### config.mk
export PLATFORM = sky130hd
export DESIGN_NAME = keypad_entry_collector_top
export DESIGN_NICKNAME = d
export VERILOG_FILES = /design/src/sv/kec_pkg.sv /design/src/sv/keypad_entry_collector_top.sv /design/src/sv/kec_cfg_regs.sv
export SDC_FILE = /design/constraint.sdc
export NUM_CORES = 1
export LEC_CHECK = 0
export ABC_AREA = 1
export BUFFER_PORTS_ARGS = -buffer_cell sky130_fd_sc_hd__clkbuf_2
export CAP_MARGIN = 20
export CORE_MARGIN = 3
export CORE_UTILIZATION = 35
export DETAILED_ROUTE_END_ITERATION = 10
export GPL_TIMING_DRIVEN = 0
export PLACE_DENSITY_LB_ADDON = 0.25
export SLEW_MARGIN = 5
export SYNTH_ARGS = -nofsm -noshare
export SYNTH_HDL_FRONTEND = slang
export SYNTH_SLANG_ARGS = --single-unit
### constraint.sdc
create_clock -name clk -period 5.8 [get_ports clk]
set_input_delay 0.29 -clock clk [delete_from_list [all_inputs] [get_ports clk]]
set_output_delay 0.29 -clock clk [all_outputs]
set_load 0.05 [all_outputs]
### src/sv/kec_pkg.sv
// Shared types and constants for the keypad entry collector.
package kec_pkg;

	localparam int unsigned ENTRY_CAPACITY_DEF   = 16;
	localparam bit          END_KEY_REQUIRED_DEF = 1'b0;

	localparam int unsigned KEY_W     = 6;
	localparam int unsigned MASK_W    = 64;
	localparam int unsigned LEN_W     = 5;
	localparam int unsigned POS_W     = 4;
	localparam int unsigned TICK_W    = 16;
	localparam int unsigned CFG_IDX_W = 4;

	// config register indexes
	localparam logic [CFG_IDX_W-1:0] CFG_START_MASK   = 4'd0;
	localparam logic [CFG_IDX_W-1:0] CFG_BACK_MASK    = 4'd1;
	localparam logic [CFG_IDX_W-1:0] CFG_CLEAR_MASK   = 4'd2;
	localparam logic [CFG_IDX_W-1:0] CFG_END_MASK     = 4'd3;
	localparam logic [CFG_IDX_W-1:0] CFG_ALLOWED_MASK = 4'd4;
	localparam logic [CFG_IDX_W-1:0] CFG_MIN_LENGTH   = 4'd5;
	localparam logic [CFG_IDX_W-1:0] CFG_MAX_LENGTH   = 4'd6;
	localparam logic [CFG_IDX_W-1:0] CFG_TIMEOUT_MS   = 4'd7;

	typedef enum logic [1:0] {
		FUNC_KEY     = 2'd0,
		FUNC_TICK    = 2'd1,
		FUNC_ENABLE  = 2'd2,
		FUNC_DISABLE = 2'd3
	} func_t;

	typedef enum logic [1:0] {
		KIND_PROGRESS = 2'd0,
		KIND_SUBMIT   = 2'd1,
		KIND_TIMEOUT  = 2'd2
	} kind_t;

	typedef struct packed {
		logic [MASK_W-1:0] start_mask;
		logic [MASK_W-1:0] back_mask;
		logic [MASK_W-1:0] clear_mask;
		logic [MASK_W-1:0] end_mask;
		logic [MASK_W-1:0] allowed_mask;
		logic [LEN_W-1:0]  min_length;
		logic [LEN_W-1:0]  max_length;
		logic [TICK_W-1:0] timeout_ms;
	} cfg_t;

endpackage

### src/sv/keypad_entry_collector_top.sv
// Keypad entry collector top level: item decode, entry memory and result sequencer.
//
// Input channel (in_valid/in_ready, func, key_code): one word per event - key
// press, millisecond tick, enable or disable. Output channel (out_valid/out_ready)
// carries result words: progress updates, submitted or timed out entries streamed
// oldest key first, then usually a progress word; last marks the final word of
// the results of one input word. Config channel (cfg_valid/cfg_ready) writes
// one register per word; cfg_ready is always high. User must write only while idle (not enforced).
//
// Keys live in a single-port-write, registered-read memory of ENTRY_CAPACITY
// entries. An input word is decoded in the cycle it is accepted; state updates
// and the key write happen at that edge. Results then follow: first a registered
// memory read, then one word per cycle while the output slot is free. An
// input word that makes no result words leaves the sequencer idle. in_ready is
// high only while the sequencer is idle, but the last result word may still sit
// in the output register waiting to be taken. A stalled receiver freezes the
// sequencer with the memory read data held. Reset clears counts, start key, idle
// counter and config, and enables the block; the entry memory needs no clearing
// pass.
module keypad_entry_collector_top #(
	parameter int unsigned ENTRY_CAPACITY   = kec_pkg::ENTRY_CAPACITY_DEF,
	parameter bit          END_KEY_REQUIRED = kec_pkg::END_KEY_REQUIRED_DEF
) (
	input  logic                          clk,
	input  logic                          arst_n,
	// config write channel
	input  logic                          cfg_valid,
	output logic                          cfg_ready,
	input  logic [kec_pkg::CFG_IDX_W-1:0] cfg_index,
	input  logic [kec_pkg::MASK_W-1:0]    cfg_data,
	// input word channel
	input  logic                          in_valid,
	output logic                          in_ready,
	input  logic [1:0]                    func,
	input  logic [kec_pkg::KEY_W-1:0]     key_code,
	// result word channel
	output logic                          out_valid,
	input  logic                          out_ready,
	output logic [1:0]                    kind,
	output logic [kec_pkg::KEY_W-1:0]     key_value,
	output logic [kec_pkg::POS_W-1:0]     position,
	output logic [kec_pkg::LEN_W-1:0]     entry_length,
	output logic [kec_pkg::KEY_W-1:0]     start_code,
	output logic                          start_valid,
	output logic [kec_pkg::KEY_W-1:0]     end_code,
	output logic                          end_valid,
	output logic                          last
);

	// count must hold ENTRY_CAPACITY itself; address only indexes entries
	localparam int unsigned CW    = $clog2(ENTRY_CAPACITY + 1);
	localparam int unsigned AW    = (ENTRY_CAPACITY > 1) ? $clog2(ENTRY_CAPACITY) : 1;
	localparam int unsigned CMP_W = (CW > kec_pkg::LEN_W) ? CW : kec_pkg::LEN_W;
	localparam int unsigned KW    = kec_pkg::KEY_W;
	localparam int unsigned TW    = kec_pkg::TICK_W;

	typedef enum logic [2:0] {
		S_IDLE,   // waiting for an input word
		S_SRD,    // first stream read in flight
		S_SOUT,   // emit stream words, one per cycle while the output slot is free
		S_PRD,    // progress read in flight
		S_POUT    // emit the progress word
	} state_t;

	kec_pkg::cfg_t cfg;

	kec_cfg_regs u_cfg (
		.clk      (clk),
		.arst_n   (arst_n),
		.wr_en    (cfg_valid & cfg_ready),
		.wr_index (cfg_index),
		.wr_data  (cfg_data),
		.cfg      (cfg)
	);

	assign cfg_ready = 1'b1;

	// ---------------------------------------------------------------- state
	state_t            state_q;
	logic [CW-1:0]     count_q;
	logic [KW-1:0]     start_code_q;
	logic              start_flag_q;
	logic              active_q;
	logic [TW-1:0]     idle_q;

	// stream context captured at acceptance (pre-discard view of the entry)
	logic [CW-1:0]     idx_q;
	logic [CW-1:0]     strm_len_q;
	kec_pkg::kind_t    strm_kind_q;
	logic [KW-1:0]     strm_sc_q;
	logic              strm_sv_q;
	logic [KW-1:0]     strm_ec_q;
	logic              strm_ev_q;
	logic              prog_q;

	// output register
	logic              out_valid_q;
	kec_pkg::kind_t    kind_q;
	logic [KW-1:0]     key_value_q;
	logic [kec_pkg::POS_W-1:0] position_q;
	logic [kec_pkg::LEN_W-1:0] length_q;
	logic [KW-1:0]     start_code_out_q;
	logic              start_valid_q;
	logic [KW-1:0]     end_code_q;
	logic              end_valid_q;
	logic              last_q;

	// entry memory
	logic [KW-1:0]     mem [ENTRY_CAPACITY];
	logic [KW-1:0]     mem_rdata_q;
	logic              mem_we;
	logic              rd_en;
	logic [AW-1:0]     rd_addr;

	// ---------------------------------------------------------------- decode
	logic              in_accept;
	logic [CMP_W-1:0]  cnt_x;
	logic [CMP_W-1:0]  min_x;
	logic [CMP_W-1:0]  max_x;
	logic [CMP_W-1:0]  cap_x;
	logic [CMP_W-1:0]  limit;
	logic [CW-1:0]     cnt_inc;
	logic [CW-1:0]     cnt_m1;
	logic              had;

	logic [CW-1:0]     d_count;
	logic [KW-1:0]     d_scode;
	logic              d_sflag;
	logic              d_active;
	logic [TW-1:0]     d_idle;
	logic              d_store;
	logic              d_strm;
	logic [CW-1:0]     d_slen;
	kec_pkg::kind_t    d_kind;
	logic [KW-1:0]     d_ec;
	logic              d_ev;
	logic              d_prog;

	assign in_ready  = (state_q == S_IDLE);
	assign in_accept = in_valid & in_ready;

	assign cnt_x   = CMP_W'(count_q);
	assign min_x   = CMP_W'(cfg.min_length);
	assign max_x   = CMP_W'(cfg.max_length);
	assign cap_x   = CMP_W'(ENTRY_CAPACITY);
	// zero or oversized max_length means full capacity
	assign limit   = ((cfg.max_length == '0) || (max_x > cap_x)) ? cap_x : max_x;
	assign cnt_inc = count_q + 1'b1;
	assign cnt_m1  = count_q - 1'b1;
	assign had     = (count_q != '0) || start_flag_q;

	always_comb begin
		d_count  = count_q;
		d_scode  = start_code_q;
		d_sflag  = start_flag_q;
		d_active = active_q;
		d_idle   = idle_q;
		d_store  = 1'b0;
		d_strm   = 1'b0;
		d_slen   = count_q;
		d_kind   = kec_pkg::KIND_SUBMIT;
		d_ec     = '0;
		d_ev     = 1'b0;
		d_prog   = 1'b0;
		case (func)
			kec_pkg::FUNC_KEY: begin
				if (active_q) begin
					d_idle = '0;
					if ((cfg.start_mask != '0) && !start_flag_q) begin
						// waiting for a start key; anything else is swallowed
						if (cfg.start_mask[key_code]) begin
							d_scode = key_code;
							d_sflag = 1'b1;
							d_prog  = 1'b1;
						end
					end else if (cfg.back_mask[key_code]) begin
						if (count_q != '0) begin
							d_count = cnt_m1;
							d_prog  = 1'b1;
						end
					end else if (cfg.clear_mask[key_code]) begin
						d_count = '0;
						d_scode = '0;
						d_sflag = 1'b0;
						d_prog  = had;
					end else if (cfg.end_mask[key_code]) begin
						if ((cfg.min_length == '0) || (cnt_x >= min_x)) begin
							d_strm  = 1'b1;
							d_ec    = key_code;
							d_ev    = 1'b1;
							d_count = '0;
							d_scode = '0;
							d_sflag = 1'b0;
							d_prog  = had;
						end
					end else if ((cfg.allowed_mask == '0) || cfg.allowed_mask[key_code]) begin
						// surplus keys beyond the limit are dropped
						if (cnt_x < limit) begin
							d_store = 1'b1;
							d_count = cnt_inc;
							d_slen  = cnt_inc;
						end
						if ((cfg.max_length != '0) && (CMP_W'(d_slen) == limit) &&
						    !END_KEY_REQUIRED) begin
							// auto submit at the length limit
							d_strm  = 1'b1;
							d_count = '0;
							d_scode = '0;
							d_sflag = 1'b0;
						end
						d_prog = 1'b1;
					end
				end
			end
			kec_pkg::FUNC_TICK: begin
				d_idle = (idle_q == '1) ? idle_q : idle_q + 1'b1;
				if ((cfg.timeout_ms != '0) && (count_q != '0) && (d_idle >= cfg.timeout_ms)) begin
					d_strm  = 1'b1;
					d_kind  = kec_pkg::KIND_TIMEOUT;
					d_count = '0;
					d_scode = '0;
					d_sflag = 1'b0;
					d_prog  = 1'b1;
				end
			end
			kec_pkg::FUNC_ENABLE: begin
				d_active = 1'b1;
			end
			default: begin
				// disable: drop the entry silently
				d_active = 1'b0;
				d_count  = '0;
				d_scode  = '0;
				d_sflag  = 1'b0;
			end
		endcase
	end

	// ---------------------------------------------------------------- sequencer
	logic              slot_free;
	logic [CW-1:0]     idx_nxt;
	logic              more;
	logic              out_load;
	kec_pkg::kind_t    o_kind;
	logic [KW-1:0]     o_key;
	logic [kec_pkg::POS_W-1:0] o_pos;
	logic [kec_pkg::LEN_W-1:0] o_len;
	logic [KW-1:0]     o_sc;
	logic              o_sv;
	logic [KW-1:0]     o_ec;
	logic              o_ev;
	logic              o_last;

	assign slot_free = !out_valid_q || out_ready;
	assign idx_nxt   = idx_q + 1'b1;
	assign more      = (idx_nxt < strm_len_q);
	assign mem_we    = in_accept && d_store;

	always_comb begin
		out_load = 1'b0;
		rd_en    = 1'b0;
		rd_addr  = cnt_m1[AW-1:0];
		o_kind   = kec_pkg::KIND_PROGRESS;
		o_key    = '0;
		o_pos    = '0;
		o_len    = kec_pkg::LEN_W'(count_q);
		o_sc     = start_code_q;
		o_sv     = start_flag_q;
		o_ec     = '0;
		o_ev     = 1'b0;
		o_last   = 1'b1;
		case (state_q)
			S_SRD: begin
				rd_en   = 1'b1;
				rd_addr = idx_q[AW-1:0];
			end
			S_SOUT: begin
				out_load = slot_free;
				o_kind   = strm_kind_q;
				o_key    = (strm_len_q == '0) ? '0 : mem_rdata_q;
				o_pos    = kec_pkg::POS_W'(idx_q);
				o_len    = kec_pkg::LEN_W'(strm_len_q);
				o_sc     = strm_sc_q;
				o_sv     = strm_sv_q;
				o_ec     = strm_ec_q;
				o_ev     = strm_ev_q;
				o_last   = !more && !prog_q;
				// read ahead so words leave back to back
				rd_en    = slot_free && (more || prog_q);
				rd_addr  = more ? idx_nxt[AW-1:0] : cnt_m1[AW-1:0];
			end
			S_PRD: begin
				rd_en = 1'b1;
			end
			S_POUT: begin
				out_load = slot_free;
				if (count_q != '0) begin
					o_key = mem_rdata_q;
					o_pos = kec_pkg::POS_W'(cnt_m1);
				end
			end
			default: ;
		endcase
	end

	always_ff @(posedge clk) begin
		if (mem_we) begin
			mem[count_q[AW-1:0]] <= key_code;
		end
	end

	always_ff @(posedge clk) begin
		if (rd_en) begin
			mem_rdata_q <= mem[rd_addr];
		end
	end

	always_ff @(posedge clk or negedge arst_n) begin
		if (!arst_n) begin
			state_q          <= S_IDLE;
			count_q          <= '0;
			start_code_q     <= '0;
			start_flag_q     <= 1'b0;
			active_q         <= 1'b1;
			idle_q           <= '0;
			idx_q            <= '0;
			strm_len_q       <= '0;
			strm_kind_q      <= kec_pkg::KIND_SUBMIT;
			strm_sc_q        <= '0;
			strm_sv_q        <= 1'b0;
			strm_ec_q        <= '0;
			strm_ev_q        <= 1'b0;
			prog_q           <= 1'b0;
			out_valid_q      <= 1'b0;
			kind_q           <= kec_pkg::KIND_PROGRESS;
			key_value_q      <= '0;
			position_q       <= '0;
			length_q         <= '0;
			start_code_out_q <= '0;
			start_valid_q    <= 1'b0;
			end_code_q       <= '0;
			end_valid_q      <= 1'b0;
			last_q           <= 1'b0;
		end else begin
			if (out_valid_q && out_ready) begin
				out_valid_q <= 1'b0;
			end
			if (out_load) begin
				out_valid_q      <= 1'b1;
				kind_q           <= o_kind;
				key_value_q      <= o_key;
				position_q       <= o_pos;
				length_q         <= o_len;
				start_code_out_q <= o_sc;
				start_valid_q    <= o_sv;
				end_code_q       <= o_ec;
				end_valid_q      <= o_ev;
				last_q           <= o_last;
			end
			case (state_q)
				S_IDLE: begin
					if (in_accept) begin
						count_q      <= d_count;
						start_code_q <= d_scode;
						start_flag_q <= d_sflag;
						active_q     <= d_active;
						idle_q       <= d_idle;
						idx_q        <= '0;
						strm_len_q   <= d_slen;
						strm_kind_q  <= d_kind;
						strm_sc_q    <= start_code_q;
						strm_sv_q    <= start_flag_q;
						strm_ec_q    <= d_ec;
						strm_ev_q    <= d_ev;
						prog_q       <= d_prog;
						if (d_strm) begin
							state_q <= S_SRD;
						end else if (d_prog) begin
							state_q <= S_PRD;
						end
					end
				end
				S_SRD: begin
					state_q <= S_SOUT;
				end
				S_SOUT: begin
					if (slot_free) begin
						if (more) begin
							idx_q <= idx_nxt;
						end else if (prog_q) begin
							state_q <= S_POUT;
						end else begin
							state_q <= S_IDLE;
						end
					end
				end
				S_PRD: begin
					state_q <= S_POUT;
				end
				S_POUT: begin
					if (slot_free) begin
						state_q <= S_IDLE;
					end
				end
				default: begin
					state_q <= S_IDLE;
				end
			endcase
		end
	end

	assign out_valid    = out_valid_q;
	assign kind         = kind_q;
	assign key_value    = key_value_q;
	assign position     = position_q;
	assign entry_length = length_q;
	assign start_code   = start_code_out_q;
	assign start_valid  = start_valid_q;
	assign end_code     = end_code_q;
	assign end_valid    = end_valid_q;
	assign last         = last_q;

`ifndef SYNTH
	// entry never grows past the memory
	a_count_bound: assert property (@(posedge clk) disable iff (!arst_n)
		count_q <= CW'(ENTRY_CAPACITY))
		else $error("entry count above capacity");

	// the memory is only written when an input word is taken
	a_write_on_accept: assert property (@(posedge clk) disable iff (!arst_n)
		mem_we |-> (in_valid && in_ready))
		else $error("entry write outside acceptance");

	// stream index stays inside the streamed entry
	a_idx_bound: assert property (@(posedge clk) disable iff (!arst_n)
		(state_q == S_SOUT && strm_len_q != '0) |-> (idx_q < strm_len_q))
		else $error("stream index past entry length");

	// loading the final word of a run returns the sequencer to idle
	a_last_idle: assert property (@(posedge clk) disable iff (!arst_n)
		(out_load && o_last) |=> (state_q == S_IDLE))
		else $error("sequencer busy after last word");
`endif

endmodule

### src/sv/kec_cfg_regs.sv
// Configuration register file: index decode and storage of masks and limits.
module kec_cfg_regs (
	input  logic                             clk,
	input  logic                             arst_n,
	input  logic                             wr_en,
	input  logic [kec_pkg::CFG_IDX_W-1:0]    wr_index,
	input  logic [kec_pkg::MASK_W-1:0]       wr_data,
	output kec_pkg::cfg_t                    cfg
);

	kec_pkg::cfg_t cfg_q;

	always_ff @(posedge clk or negedge arst_n) begin
		if (!arst_n) begin
			cfg_q <= '0;
		end else if (wr_en) begin
			case (wr_index)
				kec_pkg::CFG_START_MASK:   cfg_q.start_mask   <= wr_data;
				kec_pkg::CFG_BACK_MASK:    cfg_q.back_mask    <= wr_data;
				kec_pkg::CFG_CLEAR_MASK:   cfg_q.clear_mask   <= wr_data;
				kec_pkg::CFG_END_MASK:     cfg_q.end_mask     <= wr_data;
				kec_pkg::CFG_ALLOWED_MASK: cfg_q.allowed_mask <= wr_data;
				kec_pkg::CFG_MIN_LENGTH:   cfg_q.min_length   <= wr_data[kec_pkg::LEN_W-1:0];
				kec_pkg::CFG_MAX_LENGTH:   cfg_q.max_length   <= wr_data[kec_pkg::LEN_W-1:0];
				kec_pkg::CFG_TIMEOUT_MS:   cfg_q.timeout_ms   <= wr_data[kec_pkg::TICK_W-1:0];
				default: ;  // unknown index: dropped
			endcase
		end
	end

	assign cfg = cfg_q;

endmodule
# == After elaboration in Yosys (flattened, before gate mapping) ==
# Memory sizes are Yosys's and may differ from the RTL's. A register that Yosys moved wholly into a read port is not among the register bits.
# Index checks and enable logic that the tools add are counted.
# word_totals
output_inout_bits,35
ramBits,96
memories,1
reg_bits,438
# memory_table
memory,words,word_bits,rd,rd_ports_with_merged_regs,write_ports,line,text
mem,16,6,1,1,1,keypad_entry_collector_top.sv:109,logic [KW-1:0] mem [ENTRY_CAPACITY];
# classes
n_mux,138
magnitude_cmp,6
reduce_logical,50
bitwise,3
addsub,4
n_eq_ne,32
# op_table
op,count
2-to-1 mux 5 bit,30
2-to-1 mux 6 bit,21
logical NOT 64 bit,1
nonzero test 64 bit,1
2-to-1 mux 1 bit,55
2-to-1 mux 16 bit,2
case mux 16 bit (2 select lines),1
binary-select mux 1 bit (select 6 bit),5
!= test 5 bit (second input constant),5
2-to-1 mux 3 bit,7
case mux 6 bit (3 select lines),1
AND reduction 2 bit,9
adder 16 x 1 -> 16 bit (second input constant),1
== test 16 bit (second input constant),1
== test 4 x 3 -> 1 bit (second input constant),4
greater-or-equal comparator 16 bit,1
case mux 4 bit (2 select lines),2
nonzero test 16 bit,1
logical NOT 5 bit,3
case mux 3 bit (5 select lines),1
case mux 5 bit (3 select lines),1
!= test 2 bit (second input constant),7
case mux 6 bit (2 select lines),1
adder 5 x 1 -> 5 bit (second input constant),2
37 further kinds,70

# == Depth between registers and ports, before layout ==
# depth
depth_word,25
mapped_depth,25
ltp_nobuf,25

# == Cells and area by module ==
# Synthesis repeated with hierarchy kept, for this count alone.
# unflattened
hier_cells,3439
hier_area_um2,27492.6
# modules_own_cells
mod,seq_area_each_um2,cells_each,instances,area_per_inst_um2
kec_cfg_regs,8658.3,1548,1,14015.9
keypad_entry_collector_top,5367.6,1891,1,13476.7

# == Least setup slack after synthesis ==
# Ideal clock, no wire load.
# synth_path
kind,reg2reg
startpoint,reg idle_q[0]
endpoint,reg start_code_q[3]
stages_incl_launch_ff,24
t_arrival_ns,3.375
setup_ns,0.065
path_buffers,0
required_time_ns,5.735
synth_period_minus_slack_ns,3.440
path_slack_ns,2.360
cell_sequence,dfrtp_1 ha_1 nand2_1 nor3_1 nand3_1 nor3_1 nand2_1 nor2_1 inv_1 o21ai_0 xor2_1 inv_1 ha_1 nand2_1 nor3_1 nand3_1 nand3_1 nand3_1 nand2_1 nor3b_1 nand4_1 clkinv_1 nand2_1 nand2_1
# synth_between
elab_chain_cells,6
# synth_lines
element,line,text
from (decl),keypad_entry_collector_top.sv:84,logic [TW-1:0] idle_q;
from (signal assigned),keypad_entry_collector_top.sv:367,idle_q <= d_idle;
adder 16 x 1 -> 16 bit or == test 16 bit (tied branches),keypad_entry_collector_top.sv:216,d_idle = (idle_q == '1) ? idle_q : idle_q + 1'b1;
2-to-1 mux 16 bit *,keypad_entry_collector_top.sv:216,
greater-or-equal comparator 16 bit *,keypad_entry_collector_top.sv:217,if ((cfg.timeout_ms != '0) && (count_q != '0) && (d_idle >= cfg.timeout_ms)) begin
logical AND 1 bit *,keypad_entry_collector_top.sv:217,
!= test 2 bit (no line) *,n/a,
AND reduction 10 bit (no line) *,n/a,
to (signal assigned),keypad_entry_collector_top.sv:364,start_code_q <= d_scode;
to (decl),keypad_entry_collector_top.sv:81,logic [KW-1:0] start_code_q;
# Every way passes the cells marked *; elsewhere a longest branch is shown, timed or not.
# A chain may end at the register's enable or synchronous reset.

# == Worst setup path in the final report ==
# layout_path
startpoint,reg idle_q[0]
endpoint,reg start_code_q[1]
# The elaborated chain is that of the path after synthesis.

==> run summary <==
Tmin final -> 4.25 ns
Synth warn -> 0
Initial Util -> 35.7%
Nets -> 3398
Endpoints failing setup -> 0
Req. time, crit path -> 6.36 ns
Combinational share of power -> 34.8%
1st-iter DRT viols -> 2348
Clock power share -> 27.3%
Die Y -> 278 um
Synth-to-Final Area Change -> 14.7%
CTS tree -> yes
Avg Inst Size Synth -> 8.34 um2
Rows -> 98
Mapped Area -> 25800 um2
Area leader, netlist -> dfrtp_1
Seq/Total Area, Yosys -> 54.4%
TritonCTS buffer count -> 58
CTS root buffer -> clkbuf_16
# clock sinks -> 540
Slew @ Worst Pin -> 1.11 ns
Gr usage total -> 22.9%
Internal Pwr Total -> 8260 uW
Hold crit path type -> in2reg
Net Sw Power -> 5410 uW
Vias in the first global route -> 21600
Top cells by area, synth -> dfrtp_1 (42%), nand2_1 (13%), edfxtp_1 (12%), o21ai_0 (8.5%), nand3_1 (6.1%)
Max_slew headroom -> 26.0%
DR WL/cell -> 21.1 um
RD Place Congestion -> 0.918
First-pass GRT wire length -> 135000 um
Max Freq -> 235 MHz
Routed vias -> 22800
Max Cap Viol -> 0
Skew-Pair Late Insertion Delay -> 0.64 ns
Detailed Route WL -> 90300 um
# DRC -> 0
Drt via density -> 5.33
Share of layout cells above drive strength 1 -> 9.03%
Clock transition at path regs -> 0.06 ns
Crit. End Element -> register
IO buf count -> 114
Die area -> 77000 um2
Synthesized instance count -> 3096
Crit share post-route -> 73.2%
Syn Nets -> 3215
Die X -> 278 um
Largest net degree at the start of global routing -> 96
Startpoint types -> register
Dpl hpwl -> 62200 um
Cts repair resizes -> 0
Initial antenna violation count -> 1
Yosys top cell area share -> 42.3%
Sequential power share -> 37.9%
DRT Pass-1 Iters -> 5
Hold_buf cts -> 5
Hold slack -> 0.0203 ns
Skew final -> 0.0282 ns
Core area -> 72200 um2
Peak supply drop -> 0.368 mV
Setup bufs post-CTS -> 0
Number of top-level pins -> 116
Post-synthesis register bit count -> 540
Yosys cell types -> 49
Crit path DAT -> 4.81 ns
Clock buffer depth -> 3
Pleak -> 0.0138 uW
ANT nets after route -> 0
Async set-or-reset flop fraction in the synthesized netlist -> 81.1%
RSZ-0062 raised after global routing -> false
Worst-path maximum fanout -> 6
Main flop type after synthesis -> dfrtp_1
H-tree depth -> 2
Critical setup path kind -> reg2reg
Number of enable flip-flop cells after synthesis -> 102
Switching share of total power -> 39.6%
Power density cells -> 462 nW/um2
Final hold vios -> 0
Outcome -> finished, final reports clean
GRT overflow -> 0
Fin. max-slew vios -> 0
Design Power -> 13700 uW
[power by group through the flow]
| stage | sequential (uW) | combinational [uW] | clock, uW |
|---|---|---|---|
| global placement | 5220 | 4660 | 0 |
| floorplan | 5400 | 3020 | 0 |
| global route | 5270 | 5330 | 3920 |
| finish | 5180 | 4750 | 3740 |
| detailed placement | 5230 | 4730 | 0 |
| CTS | 5170 | 4750 | 3780 |
[area by class of cell]
| cell class | count | area, um2 |
|---|---|---|
| diodes | 1 | 2.50 |
| plain buffers | 176 | 810 |
| clock buffers | 81 | 1630 |
| clock inverters | 23 | 240 |
| fillers | 7415 | 42600 |
| inverters | 253 | 955 |
| multi-input cells | 2127 | 10000 |
| flip-flops and latches | 540 | 14000 |
| well taps | 950 | 1190 |
| repair buffers | 123 | 739 |
[per-stage QoR]
step | cells | util (%) | setup WS, ns | setup TNS, ns | instance area (um2)
2_1_floorplan | 3096 | - | 2.36 | 0 | 25800
3_3_place_gp | 4160 | 38.2 | -6.01 | -2591.94 | 27600
3_5_place_dp | 4164 | 38.3 | 1.39 | 0 | 27700
4_1_cts | 4273 | 41.0 | 1.57 | 0 | 29600
5_1_grt | 4273 | 41.0 | 1.04 | 0 | 29600
6_report | 4274 | 41.0 | 1.55 | 0 | 29600
[cell families after synthesis]
family / Yosys count / synth area share, %
adders and majority gates: 38 / 1.84
other: 1 / 0.0145
DFF: 540 / 54.4
buffers and inverters: 429 / 6.84
AOI/OAI and AO/OA: 592 / 12.6
xor gates and xnor gates: 16 / 0.543
and+or+nand+nor: 1480 / 23.8
[Yosys cell counts (7+ instances only)]
master / n
nand2_1: 927
o21ai_0: 440
dfrtp_1: 436
nand3_1: 315
inv_1: 244
nor2_1: 165
edfxtp_1: 102
clkbuf_1: 99
o211ai_1: 51
buf_2: 47
ha_1: 38
a21oi_1: 34
nand4_1: 29
buf_4: 16
o22ai_1: 16
o221ai_1: 14
xor2_1: 14
a31oi_1: 13
nor3_1: 12
nor4_1: 12
buf_1: 10
o21ai_1: 7
[worst max-delay path, cell delays in order (launching register included)]
cell and delay (ns):
dfrtp_1 0.39, ha_1 0.18, nand2_1 0.08, nor3_1 0.33, nand3_1 0.19, nor3_1 0.25
nand2_1 0.11, nor2_1 0.17, inv_1 0.08, o21ai_0 0.21, xor2_1 0.23, inv_1 0.08
ha_1 0.28, nand2_1 0.07, nor3_1 0.27, nand3_1 0.11, nand3_1 0.12, nand3_1 0.09
nand2_1 0.09, nor3b_1 0.34, nand4_1 0.17, clkinv_1 0.17, nand2_1 0.09, nand2_1 0.10
[sequential cells by signal, summed over array words and instances, names as in the netlist, 3 cells and up]
register      cells
u_cfg.cfg       346
mem              96
idle_q           16
end_code          6
key_value         6
mem_rdata_q       6
start_code        6
start_code_q      6
strm_ec_q         6
strm_sc_q         6
cnt_x             5
entry_length      5
idx_q             5
strm_len_q        5
position          4
state_q           3
[worst paths after layout]
path	startpoint	end	slack [ns]	cells after the start
setup / recovery	idle_q[0]$_DFFE_PN0P_	start_code_q[1]$_DFFE_PN0P_	1.55	23
hold / removal	cfg_data[29]	u_cfg.cfg[55]$_DFFE_PN0P_	0.02	3
setup reg to reg	idle_q[0]$_DFFE_PN0P_	start_code_q[1]$_DFFE_PN0P_	1.55	23
hold reg to reg	mem_rdata_q[5]$_DFFE_PP_	key_value[5]$_DFFE_PN0P_	0.47	2
max in group asynchronous	arst_n	strm_kind_q[0]$_DFFE_PN1P_	4.10	4
min in group asynchronous	arst_n	u_cfg.cfg[194]$_DFFE_PN0P_	0.30	2
[per-layer routing]
| metal | GRT usage, % | part of all wire, % | vias to the layer above |
|---|---|---|---|
| li1 | - | - | 10600 |
| met1 | 31.8 | 44 | 11000 |
| met2 | 35.7 | 44 | 937 |
| met3 | 4.44 | 8.4 | 193 |
| met4 | 8.04 | 3.6 | 0 |
| met5 | 0 | 0 | - |
[placed cells by master, fill, tap and decap left out, types with 16 or more instances in the layout]
master,n
nand4_1,29
nand2_1,927
nor2_1,165
buf_2,47
clkbuf_16,58
o22ai_1,16
edfxtp_1,102
buf_4,16
o21ai_0,440
clkbuf_2,113
dfrtp_1,436
nand3_1,315
ha_1,38
o211ai_1,51
clkbuf_1,113
inv_1,244
a21oi_1,34
Note: power is estimated with default switching activity, not from simulation.
